==> src/mhpq_pkg.sv <==
`timescale 1ns / 1ps

package mhpq_pkg;

   // queue depth and counter sizing
   localparam int CAPACITY = 1024;
   localparam int KEY_W    = 32;
   localparam int OCC_W    = 11;
   localparam int CNT_BITS = $clog2(CAPACITY + 1);
   localparam int CNT_W    = (CNT_BITS > OCC_W) ? CNT_BITS : OCC_W;

   typedef enum logic [0:0] {
      OP_INSERT  = 1'b0,
      OP_EXTRACT = 1'b1
   } op_type;

   typedef enum logic [1:0] {
      STATUS_OK    = 2'd0,
      STATUS_FULL  = 2'd1,
      STATUS_EMPTY = 2'd2
   } status_type;

   // request word
   typedef struct packed {
      op_type             operation;
      logic [KEY_W-1:0]   value;
   } req_type;

   // response word
   typedef struct packed {
      logic [KEY_W-1:0]   min_value;
      status_type         status;
      logic [OCC_W-1:0]   occupancy;
   } rsp_type;

   // command broadcast to every cell
   typedef struct packed {
      logic               insert;
      logic               extract;
      logic [KEY_W-1:0]   key;
   } cmd_type;

endpackage

==> src/mhpq_cell.sv <==
`timescale 1ns / 1ps

module mhpq_cell (
   input  logic                       clock,
   input  mhpq_pkg::cmd_type          cmd,
   input  logic                       self_valid,
   input  logic [mhpq_pkg::KEY_W-1:0] left_key,
   input  logic                       left_take,
   input  logic [mhpq_pkg::KEY_W-1:0] right_key,
   output logic [mhpq_pkg::KEY_W-1:0] key,
   output logic                       take
);

   logic [mhpq_pkg::KEY_W-1:0] key_ff;
   logic [mhpq_pkg::KEY_W-1:0] key_in;

   // new key goes at or before this cell when it is smaller or the cell is empty
   assign take = cmd.insert && (!self_valid || ($signed(cmd.key) < $signed(key_ff)));

   // shift right on insert, shift left on extract
   always_comb begin
      key_in = key_ff;
      if (take) begin
         key_in = left_take ? left_key : cmd.key;
      end else if (cmd.extract) begin
         key_in = right_key;
      end
   end

   always_ff @(posedge clock) begin
      key_ff <= key_in;
   end

   assign key = key_ff;

endmodule

==> config.mk <==
export PLATFORM = sky130hd
export DESIGN_NAME = mhpq_cell
export DESIGN_NICKNAME = d
export VERILOG_FILES = /design/src/mhpq_pkg.sv /design/src/mhpq_cell.sv
export SDC_FILE = /design/constraint.sdc
export NUM_CORES = 1
export LEC_CHECK = 0
export BUFFER_PORTS_ARGS = -buffer_cell sky130_fd_sc_hd__buf_4
export CAP_MARGIN = 20
export CORE_ASPECT_RATIO = 2
export CORE_MARGIN = 3
export CORE_UTILIZATION = 45
export CTS_CLUSTER_DIAMETER = 50
export DETAILED_ROUTE_END_ITERATION = 10
export GPL_ROUTABILITY_DRIVEN = 1
export PLACE_DENSITY = 0.76
export SETUP_SLACK_MARGIN = 0.3
export SLEW_MARGIN = 20
export SYNTH_ARGS = -nofsm -noshare
export SYNTH_HDL_FRONTEND = slang
export SYNTH_SLANG_ARGS = --single-unit
==> constraint.sdc <==
create_clock -name clock -period 3.9 [get_ports clock]
set_input_delay 0.585 -clock clock [delete_from_list [all_inputs] [get_ports clock]]
set_output_delay 0.585 -clock clock [all_outputs]
set_load 0.05 [all_outputs]
**Word level (Yosys, flattened, before mapping)**

Cells that the tools add are included.

- Flip-flop bits (word level): 32
- Bits of input ports: 101
- Output and inout port bits: 33
- Word-level logic and storage cells: 9

- $lt $le $gt $ge: 1
- Muxes and demuxes: 3
- Reductions and logical operators: 4

Operators by type and width:

| cell | number |
|---|---|
| 32-bit two-way mux | 3 |
| 32-bit < comparator | 1 |
| 2-bit nonzero test | 1 |
| 1-bit logical AND | 1 |
| 1-bit zero test | 1 |
| 1-bit logical OR | 1 |

**Depth between registers and ports, before layout**

Gate-level depths: netlist (run 1).

- Word-level depth: 4
- Depth in mapped cells: 9
- Gate-level depth less buffers: 8

**Least setup slack after synthesis (run 1)**

No wires, ideal clock.

- Path type: register -> register
- Start point: reg key_ff, in the netlist key[13]
- End point: reg key_ff, in the netlist key[0] (enable)
- Setup time: 0.375 ns
- Data arrival time: 3.130 ns
- Required time: 3.525 ns
- Slack: 0.395 ns
- Stages on the path, launching flop included: 10
- Path buffers: 1
- Clock period less this slack: 3.505 ns
- Cell sequence: edfxtp_1 > inv_1 > ha_1 > nand4_1 > nor2_1 > or4b_1 > a221o_1 > a211oi_4 > buf_6 > or2_2

- Cells in the longest elaborated chain, start to end: 4

RTL lines:

| element | line | RTL |
|---|---|---|
| from (decl) | mhpq_cell.sv:14 | `logic [mhpq_pkg::KEY_W-1:0] key_ff;` |
| from (signal assigned) | mhpq_cell.sv:31 | `key_ff <= key_in;` |
| 32-bit < comparator | mhpq_cell.sv:18 | `assign take = cmd.insert && (!self_valid \|\| ($signed(cmd.key) < $signed(key_ff)));` |
| 1-bit logical OR | mhpq_cell.sv:18 |  |
| 1-bit logical AND | mhpq_cell.sv:18 |  |
| named net take | mhpq_cell.sv:11 | `output logic take` |
| 2-bit nonzero test (no source line) | - |  |

The timed path passes the listed nets, and every way through them passes these cells.
A chain may end at the register's enable or synchronous reset.

**Worst setup path in the final report (run 1)**

- Start point: in cmd[13] (netlist bit)
- End point: out take

- Cells in the longest elaborated chain, start to end: 3

RTL lines:

| element | line | RTL |
|---|---|---|
| from (decl) | mhpq_cell.sv:5 | `input mhpq_pkg::cmd_type cmd,` |
| 32-bit < comparator | mhpq_cell.sv:18 |  |
| 1-bit logical OR | mhpq_cell.sv:18 |  |
| 1-bit logical AND | mhpq_cell.sv:18 |  |
| to (decl) | mhpq_cell.sv:11 |  |

No other way between the ends.

==> flow_summary.json, run 1 <==
{
  "die_x_um": 59.19,
  "syn-num-nets": 350,
  "placement.io_buffers": 133,
  "r2r_setup_slack_ps": 880,
  "finalCritPeriodShare": 0.8592,
  "setup_violations": 0,
  "clockBufferDepth": 2,
  "rsz0062_at_grt": "no",
  "worstPathRequired_ps": 3310,
  "cts_tree": "yes",
  "clk_latency_ps": 280,
  "ctsRootBufferMaster": "clkbuf_8",
  "path_clk_slew_ps": 70,
  "grt_use_met3": 0.03452,
  "cts_setup_buffers": 0,
  "die-area_um2": 6652,
  "synth_edf_count": 32,
  "grt_max_degree": 33,
  "ys_async_sr_fraction": 0,
  "clock_sinks": 32,
  "grt_pass1_vias": 2317,
  "yosysWarningCount": 0,
  "grt-ovfl-total": 0,
  "antenna_found_initial": 0,
  "ant_nets": 0,
  "crit_path_end_kind": "output pin",
  "synth_cell_type_count": 28,
  "hold_violations": 0,
  "dp_hpwl_mm": 5.475,
  "num_io_pins": 134,
  "place_area_um2": 3618,
  "status": "finished, final reports clean",
  "synth_ff_type": "edfxtp_1",
  "routabilityCongestion": 0.7934,
  "syn_area_um2": 2546,
  "crit_type": "primary input to output pin",
  "num_rows": 38,
  "drt_iter0_drc": 55,
  "drive_gt1_frac": 0.5775,
  "ys_ff_latch": 32,
  "top_usage_layer": "met2",
  "power_density_nw_per_um2": 492.2,
  "final_cell_mix": "buf_4, mux2_2, inv_1, edfxtp_1, ha_1",
  "drv_slew": 0,
  "met1_usage": 0.1769,
  "arrival_ps": 2770,
  "area_delta_synth_final_pct": 45.26,
  "final_common_cell": "buf_4",
  "worstHoldPathType": "primary input to flip-flop",
  "ctsHoldBuffers": 0,
  "antennaDiodeCount": 0,
  "p_total_mw": 1.820,
  "tightest_slew_ps": 436.9,
  "largest_register_ff_count": 32,
  "fin_ws_ps": 549.0,
  "p_leak_nw": 1.808,
  "design_area_um2": 3699,
  "postRouteWirelength_mm": 6.532,
  "maxCapViolCount": 0,
  "worstSetupStartpointType": "primary input",
  "holdWs_ps": 595.8,
  "met2_usage": 0.4010,
  "period_needed_ps": 3351,
  "synth_top_area_frac": 0.3774,
  "finClkSkew_ps": 4.612,
  "syn_inst": 218,
  "synth.area.top_cells": "edfxtp_1, mux2_2, ha_1",
  "post-route-drc-count": 0,
  "place_ws_ps": 530.3,
  "routed_via_density": 5.219,
  "core_um2": 5468,
  "numCtsBuffers": 5,
  "die_y_um": 112.4,
  "wl_per_cell_um": 15.74,
  "relSlewSlack": 0.7087,
  "fin_setup_tns_ps": 0,
  "grt_pass1_wl_mm": 10.15,
  "final_nets": 486,
  "syn_area_per_cell_um2": 11.68,
  "synth_top_area_cell": "edfxtp_1",
  "max_freq_mhz": 298.4,
  "track_usage": 0.1998,
  "fill_cells": 450,
  "initial_core_util": 0.4657,
  "drt-pass1-iter-count": 4,
  "yosysSeqAreaShare": 0.3774,
  "cts_max_level": 2,
  "cp_max_fo": 15,
  "ctsResizeCount": 0,
  "vdd_drop_max_uv": 335.5,
  "vias": 2166
}
cells by family (layout without fill, tap and decap cells):
kind of cell / count (synthesis) / count (layout) / share of synthesized area
simple gates: 27 / 27 / 0.05553
fa+ha+maj: 31 / 31 / 0.1523
mux: 64 / 64 / 0.2830
compound gates: 25 / 25 / 0.06536
buf+inv: 39 / 176 / 0.06634
flops: 32 / 32 / 0.3774
layout make-up:
type,instances,area (um2),area share
Tap cell,60,75.07,0.02030
Sequential cell,32,960.9,0.2598
Timing Repair Buffer,136,1046,0.2828
Clock inverter,1,3.754,0.001015
Clock buffer,7,76.32,0.02064
Inverter,32,120.1,0.03248
Multi-Input combinational cell,147,1416,0.3830
per-stage QoR:
stage	std cells	util
5_1_grt	415	0.6764
3_3_place_gp	407	0.6618
3_5_place_dp	407	0.6618
2_1_floorplan	218	-
4_1_cts	415	0.6764
6_report	415	0.6764
report_power, final:
group          total (mW)  internal (mW)  switching, mW
logic                1.02          0.412          0.613
clock network       0.247          0.124          0.123
registers           0.548          0.505         0.0438
total                1.82           1.04          0.780
synthesized netlist by cell type, types with 3 or more instances:
cell       n
buf_6      3
nor2_1     3
o21ai_0    4
inv_1     32
edfxtp_1  32
a21oi_1   11
nand2_1   10
ha_1      31
nand4_1    4
clkbuf_1   4
a21o_1     3
mux2_2    62
layer usage:
metal | part of all wire | wire length [um]
met1 | 0.30 | 1982
met2 | 0.61 | 4000
met3 | 0.055 | 359
met4 | 0.029 | 189
met5 | 0 | 0
worst max-delay path: stages:
cell	delay, ps
buf_4	120
ha_1	300
nand4_1	140
nor2_1	60
or4b_1	500
a221o_1	310
a211oi_4	340
buf_12	190
buf_4	210
final timing paths:
kind                                        start           endpoint  depth (start not counted)
worst max-delay path                      cmd[13]               take                          9
worst min-delay path                 right_key[4]   key[4]$_DFFE_PP_                          2
worst max register to register  key[13]$_DFFE_PP_  key[18]$_DFFE_PP_                          9
worst min register to register  key[15]$_DFFE_PP_  key[31]$_DFFE_PP_                          5
Power figures use the tool's default switching activity.
==> run 2, diff against run 1 <==
CORE_UTILIZATION = 46   (was 45)
PLACE_DENSITY = 0.77   (was 0.76)
==> flow_summary.json, run 2 (same netlist as run 1, synthesis figures left out) <==
{
  "critPathCapture": "take",
  "track_usage": 0.2192,
  "wl_per_cell_um": 16.66,
  "drv_slew": 0,
  "clockBufferDepth": 2,
  "largest_register_ff_count": 32,
  "tightest_slew_ps": 457.8,
  "antenna_found_initial": 0,
  "period_needed_ps": 3310,
  "crit_start": "cmd[13]",
  "ctsRootBufferMaster": "clkbuf_8",
  "hold_violations": 0,
  "routed_via_density": 5.374,
  "final_common_cell": "buf_4",
  "power_density_nw_per_um2": 493.8,
  "finClkSkew_ps": 2.271,
  "drt-pass1-iter-count": 4,
  "max_freq_mhz": 302.1,
  "arrival_ps": 2720,
  "die_y_um": 111.2,
  "area_delta_synth_final_pct": 44.96,
  "maxCapViolCount": 0,
  "fin_setup_tns_ps": 0,
  "grt_pass1_vias": 2495,
  "cts_tree": "yes",
  "core_um2": 5231,
  "path_clk_slew_ps": 70,
  "drive_gt1_frac": 0.5787,
  "ctsHoldBuffers": 0,
  "initial_core_util": 0.4867,
  "cts_max_level": 2,
  "cts_setup_buffers": 0,
  "grt-ovfl-total": 0,
  "r2r-end": "key[11]$_DFFE_PP_",
  "placement.io_buffers": 133,
  "status": "finished, final reports clean",
  "die-area_um2": 6518,
  "finalCritPeriodShare": 0.8487,
  "stdcell_count": 414,
  "crit_path_end_kind": "output pin",
  "r2r_setup_slack_ps": 850,
  "num_io_pins": 134,
  "die_x_um": 58.61,
  "r2r_start": "key[14]$_DFFE_PP_",
  "grt_max_degree": 33,
  "final_cell_mix": "buf_4, mux2_2, inv_1, edfxtp_1, ha_1",
  "post-route-drc-count": 0,
  "crit_type": "primary input to output pin",
  "relSlewSlack": 0.6948,
  "ant_nets": 0,
  "postRouteWirelength_mm": 6.897,
  "setup_violations": 0,
  "drt_iter0_drc": 34,
  "placed_cells": 406,
  "vdd_drop_max_uv": 372.8,
  "clock_sinks": 32,
  "rr_worst_depth": 9,
  "num_rows": 37,
  "antennaDiodeCount": 0,
  "worstSetupStartpointType": "primary input",
  "routabilityCongestion": 0.7695,
  "worstHoldPathType": "primary input to flip-flop",
  "worstPathRequired_ps": 3310,
  "numCtsBuffers": 5,
  "fill_cells": 418,
  "ctsResizeCount": 0,
  "dp_hpwl_mm": 5.756,
  "grt_pass1_wl_mm": 10.77,
  "p_leak_nw": 1.809,
  "clk_latency_ps": 280,
  "rsz0062_at_grt": "no",
  "cp_max_fo": 8,
  "final_nets": 487,
  "vias": 2225
}
==> run 2: changes by cell type in the layout (fill, tap and decap cells not counted) <==
cell    previous run  this run
buf_12             2         1
buf_4            134       136
==> run 2: worst max-delay path, stage by stage <==
cell and delay (ps):
buf_4 110, ha_1 300, nand4_1 150, nor2_1 60
or4b_1 490, a221o_1 310, a211oi_4 430, buf_4 290
==> run 2: per-layer routing <==
metal | share of wire | vias up | track usage
li1 | - | 1069 | -
met1 | 0.29 | 1052 | 0.1733
met2 | 0.61 | 85 | 0.4563
met3 | 0.062 | 19 | 0.04312
met4 | 0.036 | 0 | 0.09834
met5 | 0 | - | 0
==> run 2: where the power goes <==
part           switching [mW]  internal (mW)
combinational           0.615          0.408
sequential             0.0485          0.506
clock                   0.121          0.124
==> run 2: worst min-delay path by stage <==
stage | start | end | slack [ps] | cells after the start
2_1_floorplan | right_key[3] | key[3]$_DFFE_PP_ | 790 | 1
3_3_place_gp | right_key[4] | key[4]$_DFFE_PP_ | 870 | 2
3_5_place_dp | right_key[4] | key[4]$_DFFE_PP_ | 890 | 2
4_1_cts | right_key[4] | key[4]$_DFFE_PP_ | 590 | 2
5_1_grt | right_key[4] | key[4]$_DFFE_PP_ | 600 | 2
6_report | right_key[4] | key[4]$_DFFE_PP_ | 590 | 2
==> run 2: area by class of cell <==
class	count	area, um2	area share
Inverter	32	120.1	0.03254
Clock inverter	1	3.754	0.001017
Clock buffer	7	76.32	0.02068
Multi-Input combinational cell	147	1416	0.3837
Timing Repair Buffer	137	1041	0.2820
Sequential cell	32	960.9	0.2603
Tap cell	58	72.57	0.01966
==> run 2: per-stage QoR <==
stage	power [mW]	hold slack, ps	util	area (um2)	setup WS, ps
floorplan	1.266	785.9	-	2546	395.4
global placement	1.573	872.6	0.6903	3611	543.8
detailed placement	1.595	885.3	0.6903	3611	491.8
CTS	1.844	588.2	0.7056	3691	568.8
global route	1.935	596.9	0.7056	3691	486.2
finish	1.823	594.2	0.7056	3691	590.0
==> run 3, diff against run 2 <==
CORE_UTILIZATION = 41   (was 46)
PLACE_DENSITY = 0.73   (was 0.77)
clock period = 2.94 ns   (was 3.9 ns; I/O delays follow)
==> flow_summary.json, run 3 (same netlist as run 1, synthesis figures left out) <==
{
  "core_um2": 6006,
  "internal-power_mw": 1.755,
  "rsz0062_at_grt": "yes",
  "finalCritPeriodShare": 0.9977,
  "power_density_nw_per_um2": 694.1,
  "max_freq_mhz": 340.9,
  "antennaDiodeCount": 0,
  "grt_max_degree": 33,
  "final_cell_mix": "buf_4, mux2_2, edfxtp_1, inv_1, ha_1",
  "place_area_um2": 3782,
  "drv_slew": 0,
  "worstHoldPathType": "primary input to flip-flop",
  "clockPowerShare": 0.169,
  "finClkSkew_ps": 2.534,
  "ant_nets": 0,
  "sw_frac_of_total": 0.3950,
  "holdWs_ps": 461.4,
  "num_io_pins": 134,
  "maxCapViolCount": 0,
  "worstSetupStartpointType": "flip-flop",
  "p_leak_nw": 2.069,
  "dp_hpwl_mm": 5.711,
  "area_delta_synth_final_pct": 64.18,
  "tightest_slew_ps": 462.5,
  "final_nets": 507,
  "crit_type": "flip-flop to output pin",
  "grt_pass1_wl_mm": 10.85,
  "setup_violations": 0,
  "fin_ws_ps": 6.879,
  "drt-pass1-iter-count": 4,
  "routed_via_density": 5.267,
  "final_common_cell": "buf_4",
  "placed_cells": 416,
  "clock_sinks": 32,
  "p_switching_mw": 1.146,
  "relSlewSlack": 0.6917,
  "vdd_drop_max_uv": 501.5,
  "die-area_um2": 7249,
  "vias": 2312,
  "clk_latency_ps": 280,
  "p_total_mw": 2.901,
  "wl_per_cell_um": 16.60,
  "numCtsBuffers": 5,
  "die_y_um": 117.4,
  "antenna_found_initial": 0,
  "placement.io_buffers": 133,
  "hold_violations": 0,
  "cts_tree": "yes",
  "seq_power_share": 0.254,
  "grt_pass1_vias": 2463,
  "combPwrFrac": 0.577,
  "place_ws_ps": -107.6,
  "clockBufferDepth": 2,
  "num_rows": 40,
  "postRouteWirelength_mm": 7.288,
  "cp_max_fo": 3,
  "drt_iter0_drc": 38,
  "drive_gt1_frac": 0.6356,
  "grt-ovfl-total": 0,
  "status": "finished, final reports clean",
  "post-route-drc-count": 0,
  "finish.utilization": 0.6960,
  "initial_core_util": 0.4240,
  "ctsRootBufferMaster": "clkbuf_16",
  "period_needed_ps": 2933,
  "stdcell_count": 439,
  "largest_register_ff_count": 32,
  "arrival_ps": 2490,
  "fin_setup_tns_ps": 0,
  "crit_path_end_kind": "output pin",
  "routabilityCongestion": 0.7682,
  "worstPathRequired_ps": 2500,
  "track_usage": 0.2020,
  "cts_max_level": 2,
  "die_x_um": 61.73,
  "design_area_um2": 4180,
  "path_clk_slew_ps": 50
}
[run 3: cell types whose count changed in the layout (fill, tap and decap cells not counted), sizes merged]
cell	previous run	this run
buf	137	156
clkbuf	7	8
[run 3: power groups by stage]
| stage | Clock [mW] | Sequential, mW | Combinational (mW) |
|---|---|---|---|
| 3_3_place_gp | 0 | 0.743 | 1.47 |
| 5_1_grt | 0.522 | 0.748 | 1.79 |
| 3_5_place_dp | 0 | 0.745 | 1.49 |
| 6_report | 0.491 | 0.736 | 1.67 |
| 4_1_cts | 0.505 | 0.736 | 1.62 |
| 2_1_floorplan | 0 | 1.16 | 0.579 |
[run 3: timing repair]
item,4_1_cts,5_1_grt
hold buffers,0,0
gates resized for setup,13,7
setup buffers,10,3
endpoints found under the setup margin,65,65
pin swaps,8,4
cloned,1,1
[run 3: worst paths after layout]
path,from,to,slack [ps],depth (start not counted)
max,key[15]$_DFFE_PP_,take,7,9
min,right_key[15],key[15]$_DFFE_PP_,460,2
max reg2reg,key[15]$_DFFE_PP_,key[6]$_DFFE_PP_,7,11
min reg2reg,key[15]$_DFFE_PP_,key[30]$_DFFE_PP_,1550,8
[run 3: area by class of cell]
cell class	count	area [um2]
inverters	32	120.1
clock buffers	7	132.6
flip-flops and latches	32	960.9
fillers	460	1826
multi-input cells	147	1587
clock inverters	1	3.754
well taps	63	78.83
repair buffers	157	1297
[run 3: critical path: stages, from the launching register on]
cell      delay, ps
edfxtp_1        390
inv_1            70
ha_1            240
nand4_1         120
nor2_1           60
or4b_1          500
a221o_1         320
a211oi_4        240
buf_6           140
buf_8           130
[run 3: metal layers]
| layer | up-vias | track usage | part of all wire |
|---|---|---|---|
| met5 | - | 0 | 0 |
| li1 | 1118 | - | - |
| met3 | 10 | 0.04846 | 0.064 |
| met4 | 0 | 0.06640 | 0.018 |
| met2 | 81 | 0.3957 | 0.61 |
| met1 | 1103 | 0.1813 | 0.30 |
